[config.mk]
export PLATFORM = sky130hd
export DESIGN_NAME = sera_mod
export DESIGN_NICKNAME = d
export VERILOG_FILES = /design/src/design/sera_pkg.sv /design/src/design/sera_mod.sv
export SDC_FILE = /design/constraint.sdc
export NUM_CORES = 2
export LEC_CHECK = 0
export BUFFER_PORTS_ARGS = -buffer_cell sky130_fd_sc_hd__buf_2
export CAP_MARGIN = 20
export CORE_ASPECT_RATIO = 1.75
export CORE_MARGIN = 2
export CORE_UTILIZATION = 55
export DETAILED_ROUTE_END_ITERATION = 12
export PLACE_DENSITY = 0.73
export SYNTH_ARGS = -nofsm -noshare
export SYNTH_HDL_FRONTEND = slang
export SYNTH_SLANG_ARGS = --single-unit
[constraint.sdc]
create_clock -name clk -period 3.5 [get_ports clk]
set_input_delay 1.05 -clock clk [delete_from_list [all_inputs] [get_ports clk]]
set_output_delay 1.05 -clock clk [all_outputs]
set_load 0.03 [all_outputs]
[src/design/sera_pkg.sv]
// shared constants, angle table and helpers for the rejection angle pipeline
package sera_pkg;

	localparam int ANG_W        = 34;
	localparam int XW           = 45;
	localparam int CORDIC_STEPS = 30;
	localparam int NORM_EXP     = 40;
	localparam int ISQRT_STEPS  = 32;
	localparam int MOD_STEPS    = 32;

	localparam logic signed [ANG_W-1:0] ANG_HALF_PI  = 34'sd843314857;
	localparam logic signed [ANG_W-1:0] ANG_PI       = 34'sd1686629713;
	localparam logic signed [ANG_W-1:0] ANG_3HALF_PI = 34'sd2529944570;
	localparam logic signed [ANG_W-1:0] ANG_2PI      = 34'sd3373259426;

	localparam logic [31:0] ATAN_TAB [10] = '{
		32'd421657428, 32'd248918915, 32'd131521918, 32'd66762579, 32'd33510843,
		32'd16771758, 32'd8387925, 32'd4194219, 32'd2097141, 32'd1048575
	};

	// atan(2^-i) in Q3.29, exact power of two once the table runs out
	function automatic logic [31:0] step_angle(input logic [4:0] idx);
		if (idx < 5'd10) begin
			return ATAN_TAB[idx[3:0]];
		end
		return 32'd1 << (5'd29 - idx);
	endfunction

endpackage

[src/design/sera_mod.sv]
// pipelined remainder of a 32 bit value by a 33 bit divisor, one bit per stage
module sera_mod import sera_pkg::*; #(
	parameter int SW = 1
) (
	input  logic          clk,
	input  logic          arst_n,
	input  logic          en,
	input  logic          vin,
	input  logic [31:0]   num,
	input  logic [32:0]   den,
	input  logic [SW-1:0] side_i,
	output logic          vout,
	output logic [32:0]   rem,
	output logic [SW-1:0] side_o
);

	logic          vl_s [0:MOD_STEPS];
	logic [31:0]   n_s  [0:MOD_STEPS];
	logic [32:0]   d_s  [0:MOD_STEPS];
	logic [33:0]   r_s  [0:MOD_STEPS];
	logic [SW-1:0] sd_s [0:MOD_STEPS];

	assign vl_s[0] = vin;
	assign n_s[0]  = num;
	assign d_s[0]  = den;
	assign r_s[0]  = '0;
	assign sd_s[0] = side_i;

	for (genvar i = 0; i < MOD_STEPS; i++) begin : g_step
		logic [33:0] sh, nr;

		always_comb begin
			sh = {r_s[i][32:0], n_s[i][MOD_STEPS-1-i]};
			if (sh >= {1'b0, d_s[i]}) begin
				nr = sh - {1'b0, d_s[i]};
			end else begin
				nr = sh;
			end
		end

		always_ff @(posedge clk or negedge arst_n) begin
			if (!arst_n) begin
				vl_s[i+1] <= 1'b0;
			end else if (en) begin
				vl_s[i+1] <= vl_s[i];
			end
		end

		always_ff @(posedge clk) begin
			if (en) begin
				n_s[i+1]  <= n_s[i];
				d_s[i+1]  <= d_s[i];
				r_s[i+1]  <= nr;
				sd_s[i+1] <= sd_s[i];
			end
		end
	end

	assign vout   = vl_s[MOD_STEPS];
	assign rem    = r_s[MOD_STEPS][32:0];
	assign side_o = sd_s[MOD_STEPS];

endmodule

-- Yosys cells after proc, flatten, opt, wreduce, memory -nomap -nowiden
Index checks and enable logic that the tools add are counted.
- logic and storage cells: 255
- output and inout port bits: 35
- bits in registers: 2639
- input bits: 70
- add/subtract/negate cells: 32
- $lt $le $gt $ge: 32
- multiplexer cells: 32
- operators with widths (operator ; number):
    greater-or-equal comparator 34 x 33 -> 1 bit ; 31
    2-to-1 mux 33 bit ; 31
    subtractor 33 bit ; 31
    greater-or-equal comparator 1 x 33 -> 1 bit ; 1
    subtractor 1 x 33 -> 33 bit ; 1
    2-to-1 mux 1 bit ; 1

-- Depth between registers and ports, before layout
- depth after elaboration: 2
- mapped depth: 16
- mapped depth without buffers: 14

-- Worst setup path before layout
No wires, ideal clock.
- path type: register to register
- start: reg n_s, in the netlist g_step[16].sh[0]
- end: reg r_s, in the netlist g_step[17].sh[24], data pin
- stages on the path, launching flop included: 15
- arrival time: 3411 ps
- data required time: 3240 ps
- slack: -171 ps
- path through: edfxtp_1 > inv_1 > ha_1 > inv_1 > fa_1 > a21o_1 > a21oi_1 > o21bai_1 > a2111oi_1 > o41ai_1 > a221oi_2 > and4bb_2 > nor2_4 > buf_2 > mux2_2
- longest elaborated chain between the ends: 2
- elaborated cells on any way between the ends: 3
- RTL lines (item ; line ; source):
    from (decl) ; sera_mod.sv:18 ; logic [31:0] n_s [0:MOD_STEPS];
    from (signal, indexed assignment) ; sera_mod.sv:51 ; n_s[i+1] <= n_s[i];
    subtractor 33 bit or greater-or-equal comparator 34 x 33 -> 1 bit (tied branches) ; sera_mod.sv:35, sera_mod.sv:34 ;
    2-to-1 mux 33 bit * ; sera_mod.sv:34 ; if (sh >= {1'b0, d_s[i]}) begin
    net g_step[16].nr[23] ; sera_mod.sv:30 ; logic [33:0] sh, nr;
    to (signal, indexed assignment) ; sera_mod.sv:53 ; r_s[i+1] <= nr;
    to (decl) ; sera_mod.sv:20 ; logic [33:0] r_s [0:MOD_STEPS];
Mark *: on every way through the listed nets, which the timed path passes. The rest lies on a longest branch.
A chain may end at the register's enable or synchronous reset.

-- Final worst setup path
- start: reg n_s, in the netlist g_step[25].sh[0]
- end: reg r_s, in the netlist g_step[26].sh[31], data pin
- longest elaborated chain between the ends: 2
- elaborated cells on any way between the ends: 3
- RTL lines (item ; line):
    subtractor 33 bit or greater-or-equal comparator 34 x 33 -> 1 bit (tied branches) ; sera_mod.sv:35, sera_mod.sv:34
    2-to-1 mux 33 bit * ; sera_mod.sv:34
    net g_step[25].nr[30] ; sera_mod.sv:30
Marks and branches as above.

==> results.toml <==
[outcome]
outcome = "finished, violations left"
violations = "setup timing"

[worst_setup_path]
required_ns = 4.15
worstSetupPathType = "register to register"
start_kind = "register"
reg2reg_depth = 17
crit_chain = "inv_2 > ha_4 > inv_2 > fa_2 > a21o_1 > a31o_4 > a2111oi_4 > o31ai_4 > a211o_1 > a211oi_2 > buf_4 > o21ai_4 > nor2_4 > o21ai_4 > clkbuf_16 > buf_12 > mux2_2"
r2r_slack_ns = -0.39
cp.depth = 17
end_kind = "register"
cp_max_fo = 8
critPathSlowestCell = "a2111oi_4"
cp_slowest_stage_delay_ns = 0.41
critPathArrivalTime_ns = 4.54
cp_top_family = "compound AO/OA/AOI/OAI gates"
crit_buf_inv = 5

[logic_synthesis]
synth_area_leaders = "edfxtp_1 54%, ha_1 8.8%, a21oi_1 3.7%"
synth_edf_count = 2607
netlist.area_leader.share_pct = 53.6
synth_most_common_cell = "edfxtp_1"
syn-num-nets = 13800
synth_cell_types = 105
ys_seq_area_share_pct = 54.2
syn_area_per_cell_um2 = 11.5
ys_ff_latch = 2639
synth_ff_type = "edfxtp_1"
yosys.area.top_type = "edfxtp_1"
syn_area_um2 = 146000
syn_inst = 12700
synthArstFlopShare_pct = 1.21
ys_warn_count = 0
synthTopCellsByCount = "2607 x edfxtp_1, 1295 x inv_1, 1092 x a21oi_1"

[power]
p_switching_mw = 69.9
leakagePower_nw = 75.5
p_comb_share_pct = 55.3
clkPwrFrac_pct = 15.4
p_sw_share_pct = 38.6
totalPowerFinal_mw = 181
power_density_nw_per_um2 = 1010
internal_power_mw = 111
irDropWorstVdd_mv = 0.592
pwr-share-seq_pct = 29.3

[global_routing]
track_usage_pct = 30.1
grt_max_degree = 106
first_global_vias = 111000
antenna_found_initial = 20
grt_pass1_wl_um = 625000
gr-total-overflow = 0

[routing]
ant_nets = 0
vias = 107000
drc = 0
vias_per_cell = 5.85
initialDrtViolationCount = 6877
wire_per_inst_um = 23.2
wirelength_um = 425000
drt-pass1-iter-count = 7

[sta]
maxSlewHeadroom_pct = 23.3
setup_ws_ns = -0.391
max_freq_ghz = 0.257
clock_skew_ns = 0.0982
rsz0062_at_grt = "yes"
worst_pin_slew_ns = 1.14
hold_viol_final = 0
drv_slew = 0
finalCritPeriodShare_pct = 111
fin_crit_ns = 3.89
report.final.setup_viol = 345

[die]
dieArea_um2 = 270000
ioPinCount = 105
chipWidth_um = 394
core_area_um2 = 265000
num_rows = 250
start_util_pct = 55.2
die_y_um = 686

[final_layout]
instances_no_fill = 18300
fill_cells = 19300
fin_area_um2 = 180000
drive_gt1_share_pct = 23.8
regArea_um2 = 79100
area_growth_pct = 23.1
nets = 15700
multi_input_area_um2 = 66100

[placed_design]
place_ws_ns = -0.552
place_congestion = 1.00
dpl.hpwl_um = 310000
post_dp_cell_area_um2 = 161000
numPortBuffers = 104
dp_cells = 17400

[clock_tree]
clock_tree.root_cell = "clkbuf_16"
cts_buffers = 247
cts_buffer_depth = 4
clock_sinks = 2639
clkLatencyLatePin_ns = 0.96
htree_levels = 4
postCtsHoldBufs = 0
cts_tree = "done"
path_clk_slew_ns = 0.07

[hold_path]
hp-class = "input port to asynchronous set/reset pin"

[run]
maxCapViolCount = 0
==> sequential cells by signal (all words and copies together), names as in the netlist <==
name	flops
g_step.sh	1054
sd_s	31
vout	1
n_s	465
side_o	1
rem	33
d_s	1023
vl_s	31
==> final timing paths <==
kind,end,startpoint
setup / recovery,g_step[26].sh[31],g_step[25].sh[0]
hold / removal,vl_s[16],arst_n
setup reg to reg,g_step[26].sh[31],g_step[25].sh[0]
hold reg to reg,d_s[609],d_s[642]
max in group asynchronous,vl_s[21],arst_n
min in group clk,n_s[1012],num[20]
==> stage by stage <==
stage	utilization, %	hold WS [ns]	setup TNS (ns)
2_1_floorplan	-	0.400	0
3_3_place_gp	61.0	0.400	-150.45
3_5_place_dp	61.0	0.405	-191.35
4_1_cts	66.2	0.127	-55.32
5_1_grt	67.9	0.235	-102.93
6_report	67.9	0.194	-54.86
==> placed cells by master (no fill, tap or decap), drive strengths merged, types with 29 or more instances in the layout <==
master	instances
o21bai	162
edfxtp	2607
nand2b	120
nand4	156
clkinv	100
and4	33
xor2	342
a211oi	86
a31oi	90
o211ai	60
and2	39
mux2i	30
bufinv	35
and3	94
o21a	134
o31ai	67
fa	31
clkbuf	307
or3	38
ha	1025
nor2b	138
or2	34
mux2	504
nor2	685
nand3	191
a41oi	30
diode	56
dfrtp	32
a211o	29
a21o	542
buf	1827
nor3	136
xnor2	522
inv	1305
o21ai	767
a21oi	1093
nand2	848
nor4	76
==> layer usage <==
layer  vias to the layer above  GRT usage [%]  share of wire, %
met2                      3063           58.4                54
met4                         6           23.3               9.6
met3                      1436           2.92               3.4
met1                     52000           28.6                33
met5                         -              0            0.0075
li1                      50500              -                 -
==> power groups by stage <==
stage               logic (mW)  clock network [mW]  registers, mW
floorplan                 54.8                   0           50.2
global placement          79.4                   0           53.2
detailed placement        81.4                   0           53.3
CTS                       91.8                28.3           52.8
global route               108                29.4           53.6
finish                     100                27.9           53.1
==> layout make-up <==
class                      count  share of cell area, %
clock buffer                 279                   3.54
antenna                       56                 0.0780
clock inverter               169                   1.05
sequential                  2639                   44.0
multi-input combinational   8489                   36.8
inverter                    1296                   2.71
timing repair buffer        1855                   9.40
tap                         3528                   2.46
==> cell families (layout without fill, tap and decap cells) <==
family	Yosys count	in the layout	share of synthesized area (%)
buffers and inverters	1566	3599	4.12
DFF	2639	2639	54.2
xor gates and xnor gates	864	864	5.18
muxes	534	534	4.11
adders and majority gates	1056	1056	9.21
AOI/OAI and AO/OA	3374	3374	14.6
and+or+nand+nor	2661	2661	8.66
other	0	56	0
==> worst reg2reg max path, cell delays in order, from the launching register on <==
cell and delay, ns:
edfxtp_1 0.38, inv_2 0.09, ha_4 0.13, inv_2 0.04, fa_2 0.34, a21o_1 0.22, a31o_4 0.24, a2111oi_4 0.41
o31ai_4 0.15, a211o_1 0.30, a211oi_2 0.22, buf_4 0.17, o21ai_4 0.08, nor2_4 0.13, o21ai_4 0.10, clkbuf_16 0.21
buf_12 0.16, mux2_2 0.28
==> repair_timing <==
item / 4_1_cts / 5_1_grt
setup buffers: 190 / 168
endpoints found under the setup margin: 873 / 930
pin swaps: 213 / 325
cloned: 55 / 30
gates resized for setup: 705 / 778
Note: power is estimated with default switching activity, not from simulation.
