**src/design/sera_pkg.sv**
```systemverilog
// shared constants, angle table and helpers for the rejection angle pipeline
package sera_pkg;

	localparam int ANG_W        = 34;
	localparam int XW           = 45;
	localparam int CORDIC_STEPS = 30;
	localparam int NORM_EXP     = 40;
	localparam int ISQRT_STEPS  = 32;
	localparam int MOD_STEPS    = 32;

	localparam logic signed [ANG_W-1:0] ANG_HALF_PI  = 34'sd843314857;
	localparam logic signed [ANG_W-1:0] ANG_PI       = 34'sd1686629713;
	localparam logic signed [ANG_W-1:0] ANG_3HALF_PI = 34'sd2529944570;
	localparam logic signed [ANG_W-1:0] ANG_2PI      = 34'sd3373259426;

	localparam logic [31:0] ATAN_TAB [10] = '{
		32'd421657428, 32'd248918915, 32'd131521918, 32'd66762579, 32'd33510843,
		32'd16771758, 32'd8387925, 32'd4194219, 32'd2097141, 32'd1048575
	};

	// atan(2^-i) in Q3.29, exact power of two once the table runs out
	function automatic logic [31:0] step_angle(input logic [4:0] idx);
		if (idx < 5'd10) begin
			return ATAN_TAB[idx[3:0]];
		end
		return 32'd1 << (5'd29 - idx);
	endfunction

endpackage

```
**src/design/sera_isqrt.sv**
```systemverilog
// pipelined 64 bit integer square root, one result bit per stage
module sera_isqrt import sera_pkg::*; #(
	parameter int SW = 1
) (
	input  logic          clk,
	input  logic          arst_n,
	input  logic          en,
	input  logic          vin,
	input  logic [63:0]   val,
	input  logic [SW-1:0] side_i,
	output logic          vout,
	output logic [31:0]   root,
	output logic [SW-1:0] side_o
);

	logic          vl_s [0:ISQRT_STEPS];
	logic [63:0]   v_s  [0:ISQRT_STEPS];
	logic [63:0]   r_s  [0:ISQRT_STEPS];
	logic [SW-1:0] sd_s [0:ISQRT_STEPS];

	assign vl_s[0] = vin;
	assign v_s[0]  = val;
	assign r_s[0]  = '0;
	assign sd_s[0] = side_i;

	for (genvar i = 0; i < ISQRT_STEPS; i++) begin : g_step
		localparam logic [63:0] BIT = 64'd1 << (62 - 2 * i);
		logic [63:0] trial, nv, nr;

		always_comb begin
			trial = r_s[i] + BIT;
			if (v_s[i] >= trial) begin
				nv = v_s[i] - trial;
				nr = (r_s[i] >> 1) + BIT;
			end else begin
				nv = v_s[i];
				nr = r_s[i] >> 1;
			end
		end

		always_ff @(posedge clk or negedge arst_n) begin
			if (!arst_n) begin
				vl_s[i+1] <= 1'b0;
			end else if (en) begin
				vl_s[i+1] <= vl_s[i];
			end
		end

		always_ff @(posedge clk) begin
			if (en) begin
				v_s[i+1]  <= nv;
				r_s[i+1]  <= nr;
				sd_s[i+1] <= sd_s[i];
			end
		end
	end

	assign vout   = vl_s[ISQRT_STEPS];
	assign root   = r_s[ISQRT_STEPS][31:0];
	assign side_o = sd_s[ISQRT_STEPS];

endmodule

```
**config.mk**
```make
export PLATFORM = sky130hd
export DESIGN_NAME = sera_isqrt
export DESIGN_NICKNAME = d
export VERILOG_FILES = /design/src/design/sera_pkg.sv /design/src/design/sera_isqrt.sv
export SDC_FILE = /design/constraint.sdc
export NUM_CORES = 2
export LEC_CHECK = 0
export ABC_CLOCK_PERIOD_IN_PS = 4700
export BUFFER_PORTS_ARGS = -buffer_cell sky130_fd_sc_hd__buf_2
export CAP_MARGIN = 5
export CORE_AREA = 2 2 480 578
export CTS_CLUSTER_SIZE = 16
export DETAILED_ROUTE_END_ITERATION = 7
export DIE_AREA = 0 0 482 580
export PLACE_DENSITY_LB_ADDON = 0.15
export SYNTH_ARGS = -nofsm -noshare
export SYNTH_HDL_FRONTEND = slang
export SYNTH_SLANG_ARGS = --single-unit
```
**constraint.sdc**
```tcl
create_clock -name clk -period 4.7 [get_ports clk]
set_clock_uncertainty 0.05 [all_clocks]
set_input_delay 0.235 -clock clk [delete_from_list [all_inputs] [get_ports clk]]
set_output_delay 0.235 -clock clk [all_outputs]
set_load 0.05 [all_outputs]
```
# Word level (Yosys, flattened, before mapping)
# Cells that the tools add are included.
[word_totals]
ff_bits = 4064
inputBits = 69
output_inout_bits = 34
[op_classes]
n_lt_le_gt_ge = 32
n_addsub = 93
muxes = 63
[op_table]
columns = ["operator", "count"]
rows = [
  ["64-bit >= comparator", 31],
  ["64-bit 2-to-1 mux", 31],
  ["63-bit 2-to-1 mux", 31],
  ["64-bit subtractor", 30],
  ["63-bit by 11-bit adder with 64-bit output (second input constant)", 1],
  ["63-bit by 13-bit adder with 64-bit output (second input constant)", 1],
  ["63-bit by 15-bit adder with 64-bit output (second input constant)", 1],
  ["63-bit by 17-bit adder with 64-bit output (second input constant)", 1],
  ["63-bit by 19-bit adder with 64-bit output (second input constant)", 1],
  ["63-bit by 21-bit adder with 64-bit output (second input constant)", 1],
  ["63-bit by 23-bit adder with 64-bit output (second input constant)", 1],
  ["63-bit by 25-bit adder with 64-bit output (second input constant)", 1],
  ["63-bit by 27-bit adder with 64-bit output (second input constant)", 1],
  ["63-bit by 29-bit adder with 64-bit output (second input constant)", 1],
  ["63-bit by 3-bit adder with 64-bit output (second input constant)", 1],
  ["63-bit by 31-bit adder with 64-bit output (second input constant)", 1],
  ["63-bit by 33-bit adder with 64-bit output (second input constant)", 1],
  ["63-bit by 35-bit adder with 64-bit output (second input constant)", 1],
  ["63-bit by 37-bit adder with 64-bit output (second input constant)", 1],
  ["63-bit by 39-bit adder with 64-bit output (second input constant)", 1],
  ["63-bit by 41-bit adder with 64-bit output (second input constant)", 1],
  ["63-bit by 43-bit adder with 64-bit output (second input constant)", 1],
  ["63-bit by 45-bit adder with 64-bit output (second input constant)", 1],
  ["63-bit by 47-bit adder with 64-bit output (second input constant)", 1],
  ["45 further kinds", 45],
]

# Logic depth before layout (Yosys ltp)
[depth]
word_depth = 3
mapped_depth = 15
ltp_nobuf = 13

# Worst setup path before layout
# Ideal clock, no wire load.
[synth_path]
path_type = "register -> register"
start = "reg v_s[1386] (netlist name)"
end = "reg v_s[1337] (netlist name), data pin"
t_arrival_ns = 2.986
path_slack_ns = 1.391
path_buffers = 0
required_time_ns = 4.377
path_stages_with_launch = 12
path_cell_list = "edfxtp_1 > ha_1 > nor2b_1 > o21ai_0 > a21boi_0 > o21ai_0 > a21oi_1 > a2111oi_0 > nand3_1 > nand3b_1 > nor4b_1 > xor2_1"
[synth_between]
elab_chain_len = 2
word_cells_on_any_way = 3
[synth_rtl]
columns = ["item", "line", "text"]
rows = [
  ["start, declared", "sera_isqrt.sv:17", "logic [63:0] v_s [0:ISQRT_STEPS];"],
  ["start signal, assigned by index", "sera_isqrt.sv:51", "v_s[i+1] <= nv;"],
  ["64-bit subtractor / 64-bit >= comparator (equally long branches)", "sera_isqrt.sv:33, sera_isqrt.sv:32", ""],
  ["64-bit 2-to-1 mux (*)", "sera_isqrt.sv:32", "if (v_s[i] >= trial) begin"],
  ["named net g_step[11].nv[57]", "sera_isqrt.sv:28", "logic [63:0] trial, nv, nr;"],
]
# The timed path passes the listed nets; every way through them passes the cells marked *.
# A chain may end at the register's enable or synchronous reset.

# Worst setup path in the final report
[layout_path]
start = "reg v_s[552] (netlist name)"
end = "reg v_s[473] (netlist name), data pin"
[layout_between]
elab_chain_len = 2
[layout_rtl]
columns = ["item", "line"]
rows = [
  ["64-bit >= comparator", "sera_isqrt.sv:32"],
  ["64-bit 2-to-1 mux", "sera_isqrt.sv:32"],
  ["named net g_step[24].nv[25]", "sera_isqrt.sv:28"],
]
# The timed path passes the listed nets, and every way through them passes these cells.

==> metrics.log <==
INFO  metric layout.nets = 10800
INFO  metric avgSynthCellArea = 12.7 um^2
INFO  metric met3_usage = 2.52%
INFO  metric hold_path_class = input port to flop
INFO  metric synth-async-reset-ratio = 1.24%
INFO  metric grt_max_degree = 189
INFO  metric routabilityCongestion = 0.917
INFO  metric yosys.cell_types.count = 110
INFO  metric overflow = 0
INFO  metric grt_antenna_before_repair = 8
INFO  metric critPathLaunchType = flop
INFO  metric die_area = 280000 um^2
INFO  metric dieHeight = 580 um
INFO  metric cp.required = 5120 ps
INFO  metric synth.net_count = 10300
INFO  metric post_cts_setup_buffers = 0
INFO  metric synth_edf_count = 2544
INFO  metric tritoncts = yes
INFO  metric cts.root.buffer_cell = clkbuf_16
INFO  metric timing.final.hold_violations = 0
INFO  metric filler_cell_count = 23600
INFO  metric drtPass1Iterations = 6
INFO  metric power_leakage = 0.0521 uW
INFO  metric rsz0062_at_grt = false
INFO  metric post_layout_power = 68000 uW
INFO  metric layout.cells.most_common_list = 2544 x edfxtp_1, 681 x inv_1, 653 x nor2_1
INFO  metric i_o_pins = 103
INFO  metric report.final.setup_viol = 0
INFO  metric synth-seq-cells = 2576
INFO  metric grtUsageMet1 = 29.6%
INFO  metric drtAntennaViolNets = 0
INFO  metric hold_slack = 149 ps
INFO  metric layout-drive-gt1-share = 8.30%
INFO  metric starting_density_of_the_core = 44.8%
INFO  metric design_area = 139000 um^2
INFO  metric totalWireLength = 320 mm
INFO  metric slowest_cell_on_crit_path = o21ai_0
INFO  metric crit_arrival = 4770 ps
INFO  metric global_route.peak_usage_layer = met2
INFO  metric detail_route.vias_per_cell = 5.56
INFO  metric dp_hpwl = 242 mm
INFO  metric clkLatencyLatePin = 890 ps
INFO  metric gate_count_of_the_mapped_netlist = 9679
INFO  metric timing.max_cap.violations = 0
INFO  metric route.vias.total = 77600
INFO  metric globalRouteMet2Util = 39.6%
INFO  metric power_density = 491 nW/um^2
INFO  metric timing.final.max_slew_violations = 0
INFO  metric cpPeakStageDelay = 990 ps
INFO  metric core_region_area = 274000 um^2
INFO  metric layout_commonest_cell = edfxtp_1
INFO  metric place.port_buffers = 102
INFO  metric status = completed
INFO  metric first_iter_violations = 6426
INFO  metric area.growth.synth_to_final = 12.8%
INFO  metric detail_route.wl_per_cell = 22.9 um
INFO  metric yosys_warnings = 0
INFO  metric vdd_drop_max = 0.339 mV
INFO  metric clk_pin_slew = 60 ps
INFO  metric fmax = 0.230 GHz
INFO  metric drc_errors_left = 0
INFO  metric first_global_vias = 76700
INFO  metric path_cells = nor3_1, nand2b_1, or3_1, nor4_1, nand2_1, nand3_2, nor3b_4, buf_12, buf_4, o21ai_0
INFO  metric fin_crit = 4350 ps
INFO  metric synth-seq-area-share = 62.9%
INFO  metric clock_tree.htree_level_count = 5
INFO  metric yosys_most_used_dff = edfxtp_1
INFO  metric finalCritPeriodShare = 92.6%
INFO  metric worstMarginPinSlew = 1260 ps
INFO  metric horiz_die_dim = 482 um
INFO  metric cp-end-kind = flop
INFO  metric cts_max_path_buffers = 4
INFO  metric sink_count_of_the_clock_tree = 2576
INFO  metric synthesis.area = 123000 um^2
INFO  metric floorplan.rows = 211
INFO  metric timing.slew.headroom = 14.9%
INFO  metric timing.setup.tns = 0 ps
INFO  metric global_route.usage.total = 22.5%
INFO  metric critPathKind = flop to flop
INFO  metric cts_made_buffers = 278
INFO  metric worst_path_max_fanout = 21
INFO  metric first_pass_grt_wire_length = 480 mm
INFO  metric placed_cell_area = 128000 um^2
## metal layers
metal | part of all wire, % | vias up
met5 | 0.0041 | -
met4 | 2.2 | 2
met3 | 4.0 | 403
met2 | 51 | 1831
met1 | 43 | 38300
li1 | - | 37100
## cell families after synthesis
logic type | after synthesis | share of synthesized area (%)
adders and majority gates | 558 | 5.68
xor gates and xnor gates | 888 | 6.33
muxes | 122 | 1.11
DFF | 2576 | 62.9
and+or+nand+nor | 2854 | 12.1
buffers and inverters | 875 | 2.75
AOI/OAI and AO/OA | 1806 | 9.16
## synth_stat cells (28+ instances only)
library cell | count | area, um^2
edfxtp_1 | 2544 | 76400
inv_1 | 681 | 2560
nor2_1 | 654 | 2450
a21oi_1 | 627 | 3140
nand2_1 | 603 | 2260
ha_1 | 558 | 6980
xnor2_1 | 487 | 4270
o21ai_0 | 420 | 2100
xor2_1 | 401 | 3510
nor4_1 | 324 | 2030
nor3_1 | 277 | 1390
a21o_1 | 252 | 1890
nand3_1 | 166 | 831
nand4_1 | 166 | 1040
clkbuf_1 | 134 | 503
nand2b_1 | 114 | 713
o21a_1 | 109 | 818
mux2_2 | 105 | 1180
or3_1 | 92 | 576
nor2b_1 | 81 | 507
or4_1 | 63 | 473
and3_1 | 47 | 294
a31oi_1 | 40 | 250
nor4b_1 | 38 | 333
o21bai_1 | 38 | 285
and2_1 | 36 | 225
nand3b_1 | 36 | 270
a211oi_1 | 35 | 263
o31ai_1 | 35 | 263
buf_2 | 33 | 165
dfrtp_1 | 32 | 801
o211ai_1 | 29 | 218
a21boi_0 | 28 | 210
## registers in the layout, indices dropped and copies added (netlist names)
| register | count |
|---|---|
| r_s | 496 |
| root | 32 |
| sd_s | 31 |
| side_o | 1 |
| v_s | 1984 |
| vl_s | 31 |
| vout | 1 |
## worst max-delay path, delay by kind of cell (launching register included)
family	cells	cell delay [ps]
buffers and inverters	2	350
flip-flops	1	510
AND/OR/NAND/NOR	7	2040
AO/OA/AOI/OAI	1	990
## metrics by stage
step                setup WS [ps]  utilization [%]  instances
floorplan                    1390                -       9679
finish                        346             50.6      14000
global placement              267             46.8      13300
detailed placement            259             46.8      13300
global route                  218             50.6      14000
CTS                           217             50.6      14000
## power by group
group,total [uW],internal (uW),switching (uW),leakage (uW)
clock,21700,12600,9120,0.00438
sequential,31900,29200,2600,0.0249
combinational,14400,5960,8470,0.0228
total,68000,47800,20200,0.0521
## final timing paths
kind	startpoint	endpoint	slack, ps	depth (start not counted)
setup / recovery	v_s[552]$_DFFE_PP_	v_s[473]$_DFFE_PP_	350	10
hold / removal	vin	vl_s[31]$_DFFE_PN0P_	150	3
setup reg to reg	v_s[552]$_DFFE_PP_	v_s[473]$_DFFE_PP_	350	10
hold reg to reg	sd_s[4]$_DFFE_PP_	sd_s[3]$_DFFE_PP_	360	0
max in group asynchronous	arst_n	vl_s[15]$_DFFE_PN0P_	4070	4
min in group asynchronous	arst_n	vl_s[31]$_DFFE_PN0P_	340	4
## area by class of cell
class,instances,area (um^2),area share (%)
inverter,686,2580,1.86
clock buffer,322,7280,5.25
multi-input combinational,6228,42300,30.5
tap,3621,4530,3.27
timing repair buffer,366,3050,2.20
clock inverter,168,1670,1.20
antenna,3,7.51,0.00542
sequential,2576,77200,55.7
## repair_timing
action	CTS	global route
hold endpoints to repair	133	0
gates resized for setup	0	0
hold buffers	134	0
Power figures use the tool's default switching activity.
